$ cat src/rtl/ahcfp_pkg.sv
// Shared types and constants for the ASCII-hex CAN frame parser.
package ahcfp_pkg;

    localparam logic [7:0] CH_START = 8'h25;  // '%'
    localparam logic [7:0] CH_END   = 8'h23;  // '#'
    localparam logic [7:0] CH_SEP   = 8'h26;  // '&'
    localparam logic [7:0] BYTE_MASK = 8'hff;

    localparam int unsigned DATA_MAX = 8;

    localparam logic [2:0] ST_OK       = 3'd0;
    localparam logic [2:0] ST_LONG     = 3'd1;
    localparam logic [2:0] ST_BAD_ID   = 3'd2;
    localparam logic [2:0] ST_BAD_DATA = 3'd3;
    localparam logic [2:0] ST_BAD_CHK  = 3'd4;
    localparam logic [2:0] ST_MISMATCH = 3'd5;

    typedef struct packed {
        logic       is_hex;
        logic [3:0] nib;
        logic       is_start;
        logic       is_end;
        logic       is_sep;
    } t_char;

endpackage

$ cat src/rtl/ascii_hex_can_frame_parser.sv
// ASCII-hex CAN frame parser: one received character per cycle unless o_rx_stall holds it, one result per frame.
// A result is registered onto o_frame_valid in the cycle after its closing item is taken.
// One character item is taken per cycle while o_rx_stall is low; the parse state updates on every accepted item.
// o_rx_stall rises only when a frame-ending item arrives while the held result is stalled.
// Reset (i_rst_n low, synchronous): parser hunts for '%', counters clear, no result held.
// The data byte store is not cleared; only bytes written in the current frame are shown.
module ascii_hex_can_frame_parser #(
    parameter int FRAME_MAX = 32
) (
    input  logic        i_clk,
    input  logic        i_rst_n,
    input  logic        i_rx_valid,
    output logic        o_rx_stall,
    input  logic [7:0]  i_rx_byte,
    output logic        o_frame_valid,
    input  logic        i_frame_stall,
    output logic [15:0] o_frame_id,
    output logic [3:0]  o_byte_count,
    output logic [7:0]  o_data_0,
    output logic [7:0]  o_data_1,
    output logic [7:0]  o_data_2,
    output logic [7:0]  o_data_3,
    output logic [7:0]  o_data_4,
    output logic [7:0]  o_data_5,
    output logic [7:0]  o_data_6,
    output logic [7:0]  o_data_7,
    output logic [2:0]  o_status
);
    import ahcfp_pkg::*;

    localparam int LEN_W = $clog2(FRAME_MAX);
    localparam logic [LEN_W-1:0] LEN_LAST = LEN_W'(FRAME_MAX - 1);

    typedef enum logic [2:0] {
        PH_HUNT, PH_ID, PH_DATA, PH_CHK, PH_TAIL
    } t_phase;

    t_phase           r_phase, n_phase;
    logic [LEN_W-1:0] r_len, n_len;
    logic [15:0]      r_id, n_id;
    logic [7:0]       r_data [DATA_MAX];
    logic [3:0]       r_cnt, n_cnt;
    logic [3:0]       r_hi, n_hi;
    logic [1:0]       r_dig, n_dig;
    logic [7:0]       r_sum, n_sum;
    logic [2:0]       r_err, n_err;

    logic             r_ovalid;
    logic [15:0]      r_oid;
    logic [3:0]       r_ocnt;
    logic [7:0]       r_odata [DATA_MAX];
    logic [2:0]       r_ostat;

    t_char            cls;
    logic             accept;
    logic             ends;
    logic [2:0]       end_stat;
    logic             wr_en;
    logic [7:0]       pair_byte;

    ahcfp_char_dec u_dec (
        .i_char (i_rx_byte),
        .o_cls  (cls)
    );

    assign ends       = (r_phase != PH_HUNT) && ((r_len >= LEN_LAST) || cls.is_end);
    assign o_rx_stall = r_ovalid && i_frame_stall && ends;
    assign accept     = i_rx_valid && !o_rx_stall;
    assign pair_byte  = {r_hi, cls.nib};

    always_comb begin
        if (r_len >= LEN_LAST) begin
            end_stat = ST_LONG;
        end else if (r_err != ST_OK) begin
            end_stat = r_err;
        end else begin
            unique case (r_phase)
                PH_ID:   end_stat = ST_BAD_ID;
                PH_DATA: end_stat = ST_BAD_DATA;
                PH_CHK:  end_stat = ST_BAD_CHK;
                default: end_stat = (r_sum == 8'h00) ? ST_OK : ST_MISMATCH;
            endcase
        end
    end

    always_comb begin
        n_phase = r_phase;
        n_len   = r_len;
        n_id    = r_id;
        n_cnt   = r_cnt;
        n_hi    = r_hi;
        n_dig   = r_dig;
        n_sum   = r_sum;
        n_err   = r_err;
        wr_en   = 1'b0;
        if (r_phase == PH_HUNT) begin
            if (cls.is_start) begin
                n_phase = PH_ID;
                n_len   = LEN_W'(1);
                n_id    = '0;
                n_cnt   = '0;
                n_hi    = '0;
                n_dig   = '0;
                n_sum   = '0;
                n_err   = ST_OK;
            end
        end else if (ends) begin
            n_phase = PH_HUNT;
            n_len   = '0;
        end else begin
            n_len = r_len + LEN_W'(1);
            if (r_err == ST_OK) begin
                unique case (r_phase)
                    PH_ID: begin
                        if (!cls.is_hex) begin
                            n_err = ST_BAD_ID;
                        end else begin
                            n_id  = {r_id[11:0], cls.nib};
                            n_dig = r_dig + 2'd1;
                            if (r_dig == 2'd3) begin
                                n_sum   = r_sum + {r_id[3:0], cls.nib};
                                n_dig   = '0;
                                n_phase = PH_DATA;
                            end
                        end
                    end
                    PH_DATA: begin
                        if (r_dig == 2'd0) begin
                            if (cls.is_sep) begin
                                n_phase = PH_CHK;
                            end else if (!cls.is_hex || r_cnt >= 4'(DATA_MAX)) begin
                                n_err = ST_BAD_DATA;
                            end else begin
                                n_hi  = cls.nib;
                                n_dig = 2'd1;
                            end
                        end else if (!cls.is_hex) begin
                            n_err = ST_BAD_DATA;
                        end else begin
                            wr_en = 1'b1;
                            n_cnt = r_cnt + 4'd1;
                            n_sum = r_sum + pair_byte;
                            n_dig = '0;
                        end
                    end
                    PH_CHK: begin
                        if (!cls.is_hex) begin
                            n_err = ST_BAD_CHK;
                        end else if (r_dig == 2'd0) begin
                            n_hi  = cls.nib;
                            n_dig = 2'd1;
                        end else begin
                            n_sum   = r_sum + pair_byte;
                            n_dig   = '0;
                            n_phase = PH_TAIL;
                        end
                    end
                    default: ;
                endcase
            end
        end
    end

    always_ff @(posedge i_clk) begin
        if (accept && wr_en) begin
            r_data[r_cnt[2:0]] <= pair_byte & BYTE_MASK;
        end
    end

    always_ff @(posedge i_clk) begin
        if (!i_rst_n) begin
            r_phase  <= PH_HUNT;
            r_len    <= '0;
            r_id     <= '0;
            r_cnt    <= '0;
            r_hi     <= '0;
            r_dig    <= '0;
            r_sum    <= '0;
            r_err    <= ST_OK;
            r_ovalid <= 1'b0;
        end else begin
            if (accept) begin
                r_phase <= n_phase;
                r_len   <= n_len;
                r_id    <= n_id;
                r_cnt   <= n_cnt;
                r_hi    <= n_hi;
                r_dig   <= n_dig;
                r_sum   <= n_sum;
                r_err   <= n_err;
            end
            if (accept && ends) begin
                r_ovalid <= 1'b1;
                r_ostat  <= end_stat;
                r_oid    <= (end_stat == ST_OK) ? r_id : '0;
                r_ocnt   <= (end_stat == ST_OK) ? r_cnt : '0;
                for (int k = 0; k < DATA_MAX; k++) begin
                    r_odata[k] <= ((end_stat == ST_OK) && (4'(k) < r_cnt)) ? r_data[k] : '0;
                end
            end else if (!i_frame_stall) begin
                r_ovalid <= 1'b0;
            end
        end
    end

    assign o_frame_valid = r_ovalid;
    assign o_frame_id    = r_oid;
    assign o_byte_count  = r_ocnt;
    assign o_status      = r_ostat;
    assign o_data_0      = r_odata[0];
    assign o_data_1      = r_odata[1];
    assign o_data_2      = r_odata[2];
    assign o_data_3      = r_odata[3];
    assign o_data_4      = r_odata[4];
    assign o_data_5      = r_odata[5];
    assign o_data_6      = r_odata[6];
    assign o_data_7      = r_odata[7];

`ifndef SYNTHESIS
    a_fail_clears: assert property (@(posedge i_clk) disable iff (!i_rst_n)
        r_ovalid && (r_ostat != ST_OK) |-> (r_oid == '0) && (r_ocnt == '0))
        else $error("failed frame carries id or count");

    a_count_range: assert property (@(posedge i_clk) disable iff (!i_rst_n)
        r_cnt <= 4'(DATA_MAX))
        else $error("data count beyond limit");

    a_hunt_len: assert property (@(posedge i_clk) disable iff (!i_rst_n)
        (r_phase == PH_HUNT) |-> (r_len == '0))
        else $error("length count live while hunting");

    a_end_result: assert property (@(posedge i_clk) disable iff (!i_rst_n)
        accept && ends |=> r_ovalid && (r_phase == PH_HUNT))
        else $error("frame end did not produce a result");
`endif

endmodule

$ cat src/rtl/ahcfp_char_dec.sv
// Character classifier: strict hex digit decode and frame delimiter detect.
module ahcfp_char_dec (
    input  logic [7:0]     i_char,
    output ahcfp_pkg::t_char o_cls
);
    import ahcfp_pkg::*;

    always_comb begin
        o_cls          = '0;
        o_cls.is_start = (i_char == CH_START);
        o_cls.is_end   = (i_char == CH_END);
        o_cls.is_sep   = (i_char == CH_SEP);
        if (i_char >= 8'h30 && i_char <= 8'h39) begin
            o_cls.is_hex = 1'b1;
            o_cls.nib    = 4'(i_char - 8'h30);
        end else if (i_char >= 8'h41 && i_char <= 8'h46) begin
            o_cls.is_hex = 1'b1;
            o_cls.nib    = 4'(i_char - 8'h37);
        end else if (i_char >= 8'h61 && i_char <= 8'h66) begin
            o_cls.is_hex = 1'b1;
            o_cls.nib    = 4'(i_char - 8'h57);
        end
    end

endmodule
$ cat config.mk
export PLATFORM = sky130hd
export DESIGN_NAME = ascii_hex_can_frame_parser
export DESIGN_NICKNAME = d
export VERILOG_FILES = /design/src/rtl/ahcfp_pkg.sv /design/src/rtl/ascii_hex_can_frame_parser.sv /design/src/rtl/ahcfp_char_dec.sv
export SDC_FILE = /design/constraint.sdc
export NUM_CORES = 1
export LEC_CHECK = 0
export ABC_AREA = 1
export BUFFER_PORTS_ARGS = -buffer_cell sky130_fd_sc_hd__buf_2
export CORE_MARGIN = 1
export CORE_UTILIZATION = 40
export DETAILED_ROUTE_END_ITERATION = 7
export REMOVE_ABC_BUFFERS = 1
export SLEW_MARGIN = 20
export SYNTH_ARGS = -nofsm -noshare
export SYNTH_HDL_FRONTEND = slang
export SYNTH_SLANG_ARGS = --single-unit
$ cat constraint.sdc
create_clock -name i_clk -period 9.2 [get_ports i_clk]
set_input_delay 0.92 -clock i_clk [delete_from_list [all_inputs] [get_ports i_clk]]
set_output_delay 0.92 -clock i_clk [all_outputs]
set_load 0.03 [all_outputs]
# == After elaboration in Yosys (flattened, before gate mapping) ==
# Memories as Yosys holds them, arrays and structs flattened.
# Index checks and enable logic that the tools add are counted.
# word_totals
reg_bits,69
mem_bits_rw,128
in_bits,12
output_inout_bits,89
elab_cells,216
memories,2
# mem_list
name,words,width,rd,rd_clocked_by_memory_dff,wr,line_no,source
r_data,8,8,8,0,1,ascii_hex_can_frame_parser.sv:41,logic [7:0] r_data [DATA_MAX];
r_odata,8,8,8,0,8,ascii_hex_can_frame_parser.sv:51,logic [7:0] r_odata [DATA_MAX];
# op_classes
addsub,8
order_cmp,16
eq_ne,34
mux,99
n_reduce_logical,45
# op_table
operator,count
two-way mux 8 bit,18
two-way mux 16 bit,6
two-way mux 3 bit,23
two-way mux 4 bit,15
"inequality test 4 bit, second input constant",11
AND reduction 10 bit,4
"inequality test 3 bit, second input constant",12
two-way mux 5 bit,6
case mux 3 bit (3 select lines),3
"== test 8 x 6 -> 1 bit, second input constant",3
case mux 8 bit (3 select lines),1
two-way mux 2 bit,11
logical AND 1 bit,17
adder 8 bit,2
"greater-or-equal comparator 8 x 7 -> 1 bit, second input constant",2
"<= comparator 8 x 7 -> 1 bit, second input constant",2
"less-than comparator 3 x 4 -> 1 bit, first input constant",4
two-way mux 1 bit,14
nonzero test 3 bit,4
AND reduction 11 bit,1
zero test 3 bit,3
"greater-or-equal comparator 8 x 6 -> 1 bit, second input constant",1
"<= comparator 8 x 6 -> 1 bit, second input constant",1
zero test 8 bit,1
other kinds (25),37

# == Depth between registers and ports, before layout ==
# Gate-level depths: netlist of run 1.
# depth
word_depth,14
ltp_mapped,19

# == Cells and area by module ==
# From an unflattened synthesis of run 1, not the netlist that was laid out.
# unflattened
cells_unflattened,840
hier_area_um2,8494.4
# by_module_without_submodules
module,instances,cells_each,area_each_um2
ascii_hex_can_frame_parser,1,801,8255.4
ahcfp_char_dec,1,39,239.0

# == Least setup slack after synthesis of run 1 ==
# OpenSTA, ideal clock, no wires.
# synth_timing
kind,input-to-reg
startpoint,input port i_rx_byte[0]
endpoint,"register r_ocnt[0], in the netlist o_byte_count[0] (enable)"
setup_ns,0.533
t_arrival_ns,5.169
t_required_ns,8.667
slack_ns,3.497
cell_stages,7
n_path_buf,0
cell_sequence,ha_1 nand2_1 nor2_1 nand2_1 nand3_1 nand4_1 nor2_1
# synth_via
elab_chain_cells,8
# synth_lines
element,line_no,source
start: declaration,ascii_hex_can_frame_parser.sv:14,"input logic [7:0] i_rx_byte,"
== test 8 x 6 -> 1 bit *,ahcfp_char_dec.sv:11,o_cls.is_end = (i_char == CH_END);
logical OR 1 bit *,ascii_hex_can_frame_parser.sv:66,assign ends = (r_phase != PH_HUNT) && ((r_len >= LEN_LAST) || cls.is_end);
logical AND 1 bit *,ascii_hex_can_frame_parser.sv:66,
logical AND 1 bit,ascii_hex_can_frame_parser.sv:67,assign o_rx_stall = r_ovalid && i_frame_stall && ends;
zero test 1 bit,ascii_hex_can_frame_parser.sv:68,assign accept = i_rx_valid && !o_rx_stall;
logical AND 1 bit,ascii_hex_can_frame_parser.sv:68,
logical AND 1 bit *,ascii_hex_can_frame_parser.sv:192,if (accept && ends) begin
AND reduction 2 bit (no source line) *,n/a,
end signal: assignment,ascii_hex_can_frame_parser.sv:196,r_ocnt <= (end_stat == ST_OK) ? r_cnt : '0;
end: declaration,ascii_hex_can_frame_parser.sv:50,logic [3:0] r_ocnt;
# Mark *: on every way between the ends. The rest lies on a longest branch, timed or not.
# A chain may end at the register's enable or synchronous reset.

# == Worst setup path after layout of run 1 ==
# layout_timing
startpoint,register r_phase[2]
endpoint,memory r_data[4][2] (enable)
# layout_via
elab_chain_cells,8
elab_cells_between_ends,14
classes_between,1 x eq/ne; 6 x mux; 7 x reduce/logical
# layout_lines
element,line_no,source
start: declaration,ascii_hex_can_frame_parser.sv:38,"t_phase r_phase, n_phase;"
start signal: assignment,ascii_hex_can_frame_parser.sv:183,r_phase <= n_phase;
== test 3 x 2 -> 1 bit / nonzero test 3 bit (equally long branches),"ascii_hex_can_frame_parser.sv:113, ascii_hex_can_frame_parser.sv:66",
two-way mux 1 bit / logical AND 1 bit (equally long branches),"ascii_hex_can_frame_parser.sv:113, ascii_hex_can_frame_parser.sv:66",
two-way mux 1 bit / logical AND 1 bit (equally long branches),"ascii_hex_can_frame_parser.sv:112, ascii_hex_can_frame_parser.sv:67",
two-way mux 1 bit / zero test 1 bit (equally long branches),"ascii_hex_can_frame_parser.sv:107, ascii_hex_can_frame_parser.sv:68",
two-way mux 1 bit / logical AND 1 bit (equally long branches),"ascii_hex_can_frame_parser.sv:96, ascii_hex_can_frame_parser.sv:68",
logical AND 1 bit *,ascii_hex_can_frame_parser.sv:165,if (accept && wr_en) begin
two-way mux 1 bit *,ascii_hex_can_frame_parser.sv:165,
two-way mux 1 bit (not written as such) *,ascii_hex_can_frame_parser.sv:166,r_data[r_cnt[2:0]] <= pair_byte & BYTE_MASK;
end: declaration,ascii_hex_can_frame_parser.sv:41,
# Marks and branches as above.

==> results of run 1 <==
worst min-delay path, cell delays in order (launching register included):
cell,delay (ns)
dfxtp_1,0.33
a21oi_1,0.04
nor2_1,0.08
placed cells by master (no fill, tap or decap), types with 2 or more instances in the layout:
cell type and count:
clkinv_2 2, a21boi_1 2, nor2_2 6, nand3_1 34, bufinv_16 5, nand3b_1 3, or2_2 2, o21ai_0 28
dfxtp_1 46, nor3_2 6, nand3_2 2, edfxtp_1 151, nor2_4 3, xor2_1 4, a31oi_1 2, buf_2 100
a21oi_1 42, clkbuf_16 17, nand2_2 5, xnor2_1 2, clkinv_1 2, nor3_1 4, inv_1 127, nand4_1 6
a21boi_0 7, inv_2 6, o21ai_1 4, buf_4 3, o211ai_1 2, ha_1 17, nand2_1 136, nor2_1 165
inv_8 3
power by group through the flow:
stage / Combinational (mW) / Clock, mW / Sequential [mW]
finish: 0.575 / 0.814 / 1.06
global route: 0.661 / 0.868 / 1.07
CTS: 0.582 / 0.832 / 1.06
detailed placement: 0.581 / 0 / 1.08
global placement: 0.575 / 0 / 1.08
floorplan: 0.424 / 0 / 1.06
state kept, by name (all words and copies together), names as in the netlist:
signal,flops
r_odata,64
r_cnt,4
r_err,3
r_len,5
o_frame_valid,1
r_phase,3
r_data,64
o_frame_id,16
o_status,3
r_sum,8
r_hi,4
o_byte_count,4
r_dig,2
r_id,16
metrics by stage:
step | setup slack [ns] | instances | instance area [um^2] | hold slack (ns)
3_3_place_gp | 5.31 | 1195 | 9190 | 0.463
5_1_grt | 4.87 | 1227 | 9870 | 0.511
2_1_floorplan | 3.49 | 821 | 8320 | 0.452
4_1_cts | 5.24 | 1227 | 9840 | 0.489
6_report | 5.29 | 1227 | 9870 | 0.483
3_5_place_dp | 5.26 | 1195 | 9190 | 0.472
final cells by class:
class / instances / area [um^2] / area share [%]
Timing Repair Buffer: 104 / 534 / 5.41
Multi-Input combinational cell: 490 / 2390 / 24.2
Inverter: 134 / 503 / 5.10
Clock inverter: 14 / 223 / 2.26
Clock buffer: 18 / 429 / 4.35
Sequential cell: 197 / 5460 / 55.3
Tap cell: 270 / 338 / 3.42
logic make-up after synthesis:
logic type,count (synthesis),share of synthesized area [%]
and+or+nand+nor,374,18.6
xor gates and xnor gates,6,0.626
adders and majority gates,18,2.77
AOI/OAI and AO/OA,92,6.05
DFF,197,65.0
buffers and inverters,152,6.93
layer usage:
metal	wire, um	GRT usage (%)	vias up
met5	0	0	-
li1	-	-	2934
met1	7880	21.6	2589
met4	213	4.74	0
met3	939	4.81	13
met2	7880	27.2	156
worst max-delay path by stage:
stage | cells past startpoint | end | slack (ns)
floorplan | 7 | o_byte_count[0] | 3.49
global placement | 8 | r_data[1][2] | 5.31
detailed placement | 8 | r_data[3][2] | 5.26
CTS | 8 | r_data[3][4] | 5.24
global route | 8 | r_data[0][0] | 4.87
finish | 8 | r_data[4][2] | 5.29
==> qor.csv, run 1 <==
stage,metric,value,unit
synth,ys.flop_type,edfxtp_1,
worst_setup_path,path_class,reg2reg,
clocking,cts_max_level,4,
pwr,power.internal,1.66,mW
worst_setup_path,cp_top_family,simple AND/OR/NAND/NOR gates,
worst_hold_path,whs_path_depth,2,
pwr,swShare,32.2,%
sta,skew,0.0103,ns
final_layout,drive_gt1_share,17.3,%
route,vias,5692,
route,drtPass1Iterations,5,
global_routing,gr-total-overflow,0,
sta,max_slew.worst_pin.slew,1.01,ns
placement,dp_hpwl,11.3,mm
worst_setup_path,cpMostUsedCell,nand2_1,
pwr,switchingPower,0.789,mW
synth,synth_common_cells,"nor2_1, edfxtp_1, nand2_1",
die,die_w,147,um
sta,fin_setup_tns,0,ns
worst_setup_path,start_kind,flip-flop,
worst_setup_path,crit_start,r_phase[2],
clocking,clk_latency,0.44,ns
die,die_h,147,um
sta,rsz0062_at_grt,false,
global_routing,grt_pass1_vias,5410,
pwr,power,2.45,mW
pwr,peakVddDrop,0.000136,V
worst_setup_path,worstPathArrival,3.96,ns
worst_setup_path,reg2regPathDepth,8,
final_layout,area_growth,17.5,%
route,viasPerCell,4.64,
sta,report.final.slew_viol_count,0,
worst_setup_path,path_max_fanout,23,
synth,ys_types,38,
clocking,cts-root-buf,clkbuf_16,
final_layout,fillers,1948,
die,rows,52,
final_layout,fin_util,48.3,%
pwr,p_per_area,248,nW/um^2
sta,final-setup-viol-count,0,
route,drtIter0Drc,308,
clocking,cts_buffer_depth,2,
clocking,cts_hold_buffers,0,
global_routing,grt_max_degree,88,
run,maxCapViolCount,0,
placement,globalplace.congestion,0.866,
clocking,clock_sinks,197,
worst_hold_path,hold_path.class,reg2reg,
die,io_pins,101,
worst_setup_path,r2r_slack,5.29,ns
global_routing,track_usage,16.7,%
synth,synth_area_leaders,"edfxtp_1, dfxtp_1, nor2_1, nand2_1, inv_1",
worst_setup_path,crit_slowest_cell,nor3_1,
synth,yosysWarnings,0,
global_routing,antenna_found_initial,0,
die,die-area,21600,um^2
clocking,cts_setup_buffers,0,
sta,timing.final.crit_share,42.5,%
synth,syn_area,8400,um^2
outcome,status,"finished, final reports clean",
clocking,cts_tree,yes,
worst_setup_path,cp.buffers_inverters,1,
worst_setup_path,cp.required,9.25,ns
pwr,power.leakage,4.44,nW
pwr,clkPwrFrac,33.3,%
synth,synth-edff-count,151,
clocking,path_clk_slew,0.07,ns
final_layout,nets,974,
synth,yosysSeqAreaShare,65.0,%
synth,ys_ff_latch,197,
global_routing,grt_pass1_wl,27.5,mm
sta,period_needed,3.91,ns
synth,yosysTopAreaCellShare,54.0,%
placement,io_buffers,100,
die,core,20400,um^2
synth,synth_most_common_cell,nor2_1,
final_layout,num_antenna_cells,0,
worst_hold_path,hold_start,r_id[8],
route,ant_nets,0,
die,initial_core_util,41.1,%
sta,relSlewSlack,32.1,%
synth,syn_area_per_cell,10.0,um^2
route,routed_wl,16.9,mm
pwr,seqPwrFrac,43.2,%
worst_setup_path,cp_slowest_stage_delay,0.82,ns
pwr,p_comb_share,23.5,%
clocking,cts_resized,0,
worst_hold_path,min_to,r_id[8],
worst_setup_path,timing.rr.end,r_data[4][2],
clocking,cts_buffers,17,
worst_setup_path,setup.worst_path.end_class,flip-flop,
route,drc,0,
sta,clock.fmax,256,MHz
synth,synth_top_area_cell,edfxtp_1,
sta,hold_viol_final,0,
route,drt-wirelength-per-cell,13.8,um
worst_setup_path,path_cells,nor2_2 -> nand2_1 -> inv_1 -> nor2_1 -> nand2_1 -> nor3_1 -> nand2_1 -> nor3_1,
synth,netlist_instances,839,
worst_setup_path,r2r-start,r_phase[2],
synth,synthArstFlopShare,0,%
Power figures use the tool's default switching activity.
==> inputs of run 2 (changes only) <==
clock period = 3.6 ns   (was 9.2 ns; I/O delays follow)
==> qor.csv, run 2 (synthesis results as in run 1) <==
stage,metric,value,unit
die,rows,52,
outcome,status,"finished, final reports clean",
clocking,cts_buffer_depth,2,
route,top_layer_used,met4,
worst_setup_path,r2r_slack,0.71,ns
global_routing,grt_pass1_vias,5488,
final_layout,design_area,9910,um^2
worst_hold_path,whs_path_depth,3,
placement,globalplace.congestion,0.855,
clocking,cts_resized,0,
die,io_pins,101,
final_layout,layout_common_cells,"nor2_1, edfxtp_1, nand2_1",
final_layout,num_antenna_cells,0,
sta,period_needed,2.89,ns
final_layout,nets,990,
placement,io_buffers,100,
final_layout,fin_util,48.5,%
global_routing,grt_max_degree,36,
route,vias,5834,
sta,setup_slack,0.707,ns
route,wl_met3,672,um
sta,rsz0062_at_grt,false,
route,routed_wl,17.6,mm
clocking,cts_setup_buffers,0,
worst_setup_path,path_class,reg2reg,
global_routing,antenna_found_initial,0,
worst_setup_path,cp.required,3.66,ns
sta,clock.fmax,346,MHz
clocking,cts_buffers,17,
sta,fin_setup_tns,0,ns
clocking,cts-root-buf,clkbuf_16,
placement,placed_cell_area,9350,um^2
route,drtPass1Iterations,5,
die,die_w,147,um
worst_setup_path,reg2regPathDepth,11,
placement,dp_slack,0.500,ns
worst_hold_path,hold_path.class,in2reg,
route,ant_nets,0,
sta,report.final.slew_viol_count,0,
route,wl_met1,8.10,mm
run,maxCapViolCount,0,
final_layout,fillers,1932,
clocking,cts_max_level,4,
final_layout,drive_gt1_share,18.0,%
global_routing,track_usage,17.1,%
clocking,path_clk_slew,0.07,ns
sta,relSlewSlack,51.2,%
worst_hold_path,min_to,o_frame_valid,
clocking,cts_hold_buffers,0,
worst_setup_path,start_kind,flip-flop,
final_layout,final_common_cell,nor2_1,
sta,max_slew.worst_pin.slew,0.727,ns
global_routing,grt_pass1_wl,28.3,mm
worst_setup_path,path_max_fanout,8,
sta,hold_viol_final,0,
clocking,clk_latency,0.43,ns
route,drc,0,
sta,hold_slack,0.253,ns
pwr,peakVddDrop,0.000384,V
route,dr_wl_met2,8.44,mm
placement,dp_hpwl,12.1,mm
die,core,20400,um^2
worst_setup_path,r2r-start,r_len[0],
worst_setup_path,timing.rr.end,r_data[6][6],
die,die_h,147,um
clocking,clock_sinks,197,
pwr,power.leakage,4.47,nW
route,drt-wirelength-per-cell,14.2,um
die,die-area,21600,um^2
worst_setup_path,path_cells,ha_1 -> nand2_1 -> nor2_1 -> ha_1 -> inv_1 -> nand3_1 -> nor2_1 -> nand2_1 -> nor3_1 -> nand2_1 -> nor2_1,
worst_hold_path,hold_start,i_frame_stall,
worst_setup_path,cp_slowest_stage_delay,0.53,ns
die,initial_core_util,41.1,%
route,viasPerCell,4.70,
worst_setup_path,worstPathArrival,2.96,ns
sta,timing.final.crit_share,80.4,%
sta,final-setup-viol-count,0,
worst_setup_path,setup.worst_path.end_class,flip-flop,
worst_setup_path,crit_slowest_cell,nor2_1,
pwr,p_per_area,611,nW/um^2
clocking,cts_tree,yes,
sta,skew,0.0171,ns
final_layout,area_growth,18.0,%
route,drtIter0Drc,283,
global_routing,gr-total-overflow,0,
[run 2: cell count changes in the layout (fill, tap and decap cells not counted), moves of 2 or more]
| cell | delta |
|---|---|
| nor3_2 | -4 |
| inv_8 | -2 |
| clkinv_1 | +2 |
| nor3_1 | +4 |
| buf_12 | +3 |
| buf_4 | +14 |
| bufinv_16 | -3 |
[run 2: report_power, final]
| part | internal (mW) | switching (mW) | leakage (nW) |
|---|---|---|---|
| Combinational | 0.443 | 1.10 | 2.30 |
| Sequential | 2.59 | 0.112 | 1.90 |
| Clock | 1.01 | 0.801 | 0.270 |
| Total | 4.05 | 2.01 | 4.47 |
[run 2: worst max-delay path by stage]
stage	cells past startpoint	from	slack, ns	endpoint
after floorplan	8	r_len[0]	-1.68	o_byte_count[0]
after global placement	18	i_rx_byte[0]	0.58	r_sum[5]
after detailed placement	18	i_rx_byte[0]	0.50	r_sum[5]
after CTS	11	r_len[0]	0.71	r_data[6][6]
after global routing	11	r_len[0]	0.38	r_data[6][6]
final	11	r_len[0]	0.71	r_data[6][6]
[run 2: worst max-delay path: cells and delay by family, from the launching register on]
kind          cells  cell delay [ns]
simple gates      8             1.77
fa+ha+maj         2             0.38
flops             1             0.34
buf+inv           1             0.06
[run 2: final cells by class]
cell class / count / area (um^2) / area share, %
clock buffer: 17 / 425 / 4.29
inverter: 134 / 503 / 5.08
sequential: 197 / 5460 / 55.0
multi-input combinational: 490 / 2370 / 23.9
clock inverter: 12 / 130 / 1.31
timing repair buffer: 120 / 688 / 6.94
tap: 270 / 338 / 3.41
[run 2: per-layer routing]
layer	up-vias	track usage, %
li1	2955	-
met1	2702	21.6
met2	155	28.4
met3	22	3.42
met4	0	7.55
met5	-	0
[run 2: stage by stage]
step,std cells,total power [mW]
6_report,1240,6.06
5_1_grt,1240,6.41
4_1_cts,1240,6.11
3_5_place_dp,1211,4.30
3_3_place_gp,1211,4.30
2_1_floorplan,821,3.80
==> inputs of run 3 (changes only) <==
clock period = 2.7 ns   (was 3.6 ns; I/O delays follow)
==> qor.csv, run 3 (synthesis results as in run 1) <==
stage,metric,value,unit
worst_setup_path,worstPathArrival,2.62,ns
die,initial_core_util,41.1,%
route,drc,0,
worst_setup_path,start_kind,flip-flop,
global_routing,grt_pass1_wl,27.1,mm
worst_hold_path,hold_path.class,in2reg,
sta,period_needed,2.49,ns
final_layout,multi_input_area,2370,um^2
global_routing,grt_max_degree,40,
clocking,cts_resized,0,
clocking,cts_tree,yes,
worst_setup_path,setup.worst_path.end_class,flip-flop,
final_layout,layout_common_cells,"nor2_1, edfxtp_1, nand2_1",
final_layout,nets,1002,
global_routing,gr-total-overflow,0,
clocking,cts_setup_buffers,0,
route,drtPass1Iterations,5,
placement,globalplace.congestion,0.920,
sta,report.final.slew_viol_count,0,
final_layout,drive_gt1_share,19.5,%
pwr,clkPwrFrac,31.4,%
sta,relSlewSlack,53.6,%
sta,clock.fmax,402,MHz
clocking,clock_sinks,197,
final_layout,area_growth,19.6,%
pwr,peakVddDrop,0.000568,V
route,drtIter0Drc,475,
run,maxCapViolCount,0,
clocking,path_clk_slew,0.07,ns
sta,skew,0.00861,ns
sta,hold_slack,0.135,ns
placement,dp_hpwl,12.0,mm
clocking,cts_buffer_depth,2,
clocking,cts-root-buf,clkbuf_16,
die,rows,52,
worst_setup_path,cp.required,2.83,ns
sta,max_slew.worst_pin.slew,0.692,ns
clocking,cts_buffers,17,
final_layout,num_antenna_cells,0,
die,core,20400,um^2
pwr,power.internal,5.59,mW
placement,io_buffers,100,
pwr,seqPwrFrac,42.9,%
global_routing,track_usage,16.4,%
sta,timing.final.crit_share,92.1,%
final_layout,final_common_cell,nor2_1,
route,viasPerCell,4.65,
pwr,switchingPower,2.73,mW
route,vias,5833,
die,die_h,147,um
pwr,power.leakage,4.56,nW
sta,hold_viol_final,0,
route,drt-wirelength-per-cell,13.7,um
pwr,swShare,32.8,%
global_routing,grt_pass1_vias,5424,
pwr,p_per_area,829,nW/um^2
global_routing,antenna_found_initial,0,
sta,fin_setup_tns,0,ns
clocking,clk_latency,0.43,ns
outcome,status,"finished, final reports clean",
clocking,cts_max_level,4,
sta,rsz0062_at_grt,false,
final_layout,ff_latch_area,5460,um^2
route,ant_nets,0,
worst_setup_path,path_class,reg2reg,
die,die-area,21600,um^2
route,routed_wl,17.2,mm
sta,final-setup-viol-count,0,
pwr,p_comb_share,25.7,%
die,io_pins,101,
die,die_w,147,um
clocking,cts_hold_buffers,0,
final_layout,fillers,1881,
worst_setup_path,path_max_fanout,8,
==> run 3: cell count changes in the layout (fill, tap and decap cells not counted), sizes merged <==
cell    delta
buf       +12
bufinv     +1
clkinv     -3
inv        +5
==> run 3: worst paths after layout <==
| kind | startpoint | to | slack [ns] | cells past startpoint |
|---|---|---|---|---|
| min | i_frame_stall | o_frame_valid | 0.13 | 3 |
| max reg2reg | r_len[0] | r_data[1][2] | 0.21 | 12 |
| max | r_len[0] | r_data[1][2] | 0.21 | 12 |
| min reg2reg | r_len[1] | r_len[1] | 0.49 | 2 |
==> run 3: critical path, cell delays in order (launching register included) <==
cell     delay (ns)
dfxtp_1        0.34
ha_1           0.21
nand2_1        0.08
nor2_1         0.05
ha_1           0.17
inv_1          0.06
nand3_1        0.10
nor2_1         0.13
nand2_1        0.11
nor3_1         0.35
nand2_1        0.19
nor3_1         0.19
buf_4          0.21
==> run 3: per-layer routing <==
layer / track usage (%) / share of wire, %
met1: 21.2 / 46
met2: 27.1 / 47
met3: 3.07 / 5.0
met4: 6.56 / 2.2
met5: 0 / 0
==> run 3: power groups by stage <==
stage	registers [mW]	clock network, mW	logic [mW]
detailed placement	3.64	0	2.15
global route	3.59	2.76	2.41
finish	3.57	2.61	2.14
global placement	3.64	0	2.14
floorplan	3.61	0	1.45
CTS	3.57	2.66	2.15
==> run 3: final cells by class <==
class / count / share of cell area (%)
flip-flops and latches: 197 / 54.3
multi-input cells: 490 / 23.6
repair buffers: 132 / 7.62
inverters: 134 / 5.01
clock buffers: 17 / 4.24
well taps: 270 / 3.36
clock inverters: 15 / 1.86
==> run 3: metrics by stage <==
stage | instance area, um^2 | cells | power, mW | setup WS (ns) | util, %
2_1_floorplan | 8320 | 821 | 5.06 | -2.58 | -
3_3_place_gp | 9430 | 1223 | 5.77 | 0.141 | 46.1
3_5_place_dp | 9430 | 1223 | 5.78 | 0.0191 | 46.2
4_1_cts | 10000 | 1255 | 8.39 | 0.220 | 49.2
5_1_grt | 10000 | 1255 | 8.76 | 0.0161 | 49.2
6_report | 10000 | 1255 | 8.33 | 0.213 | 49.2
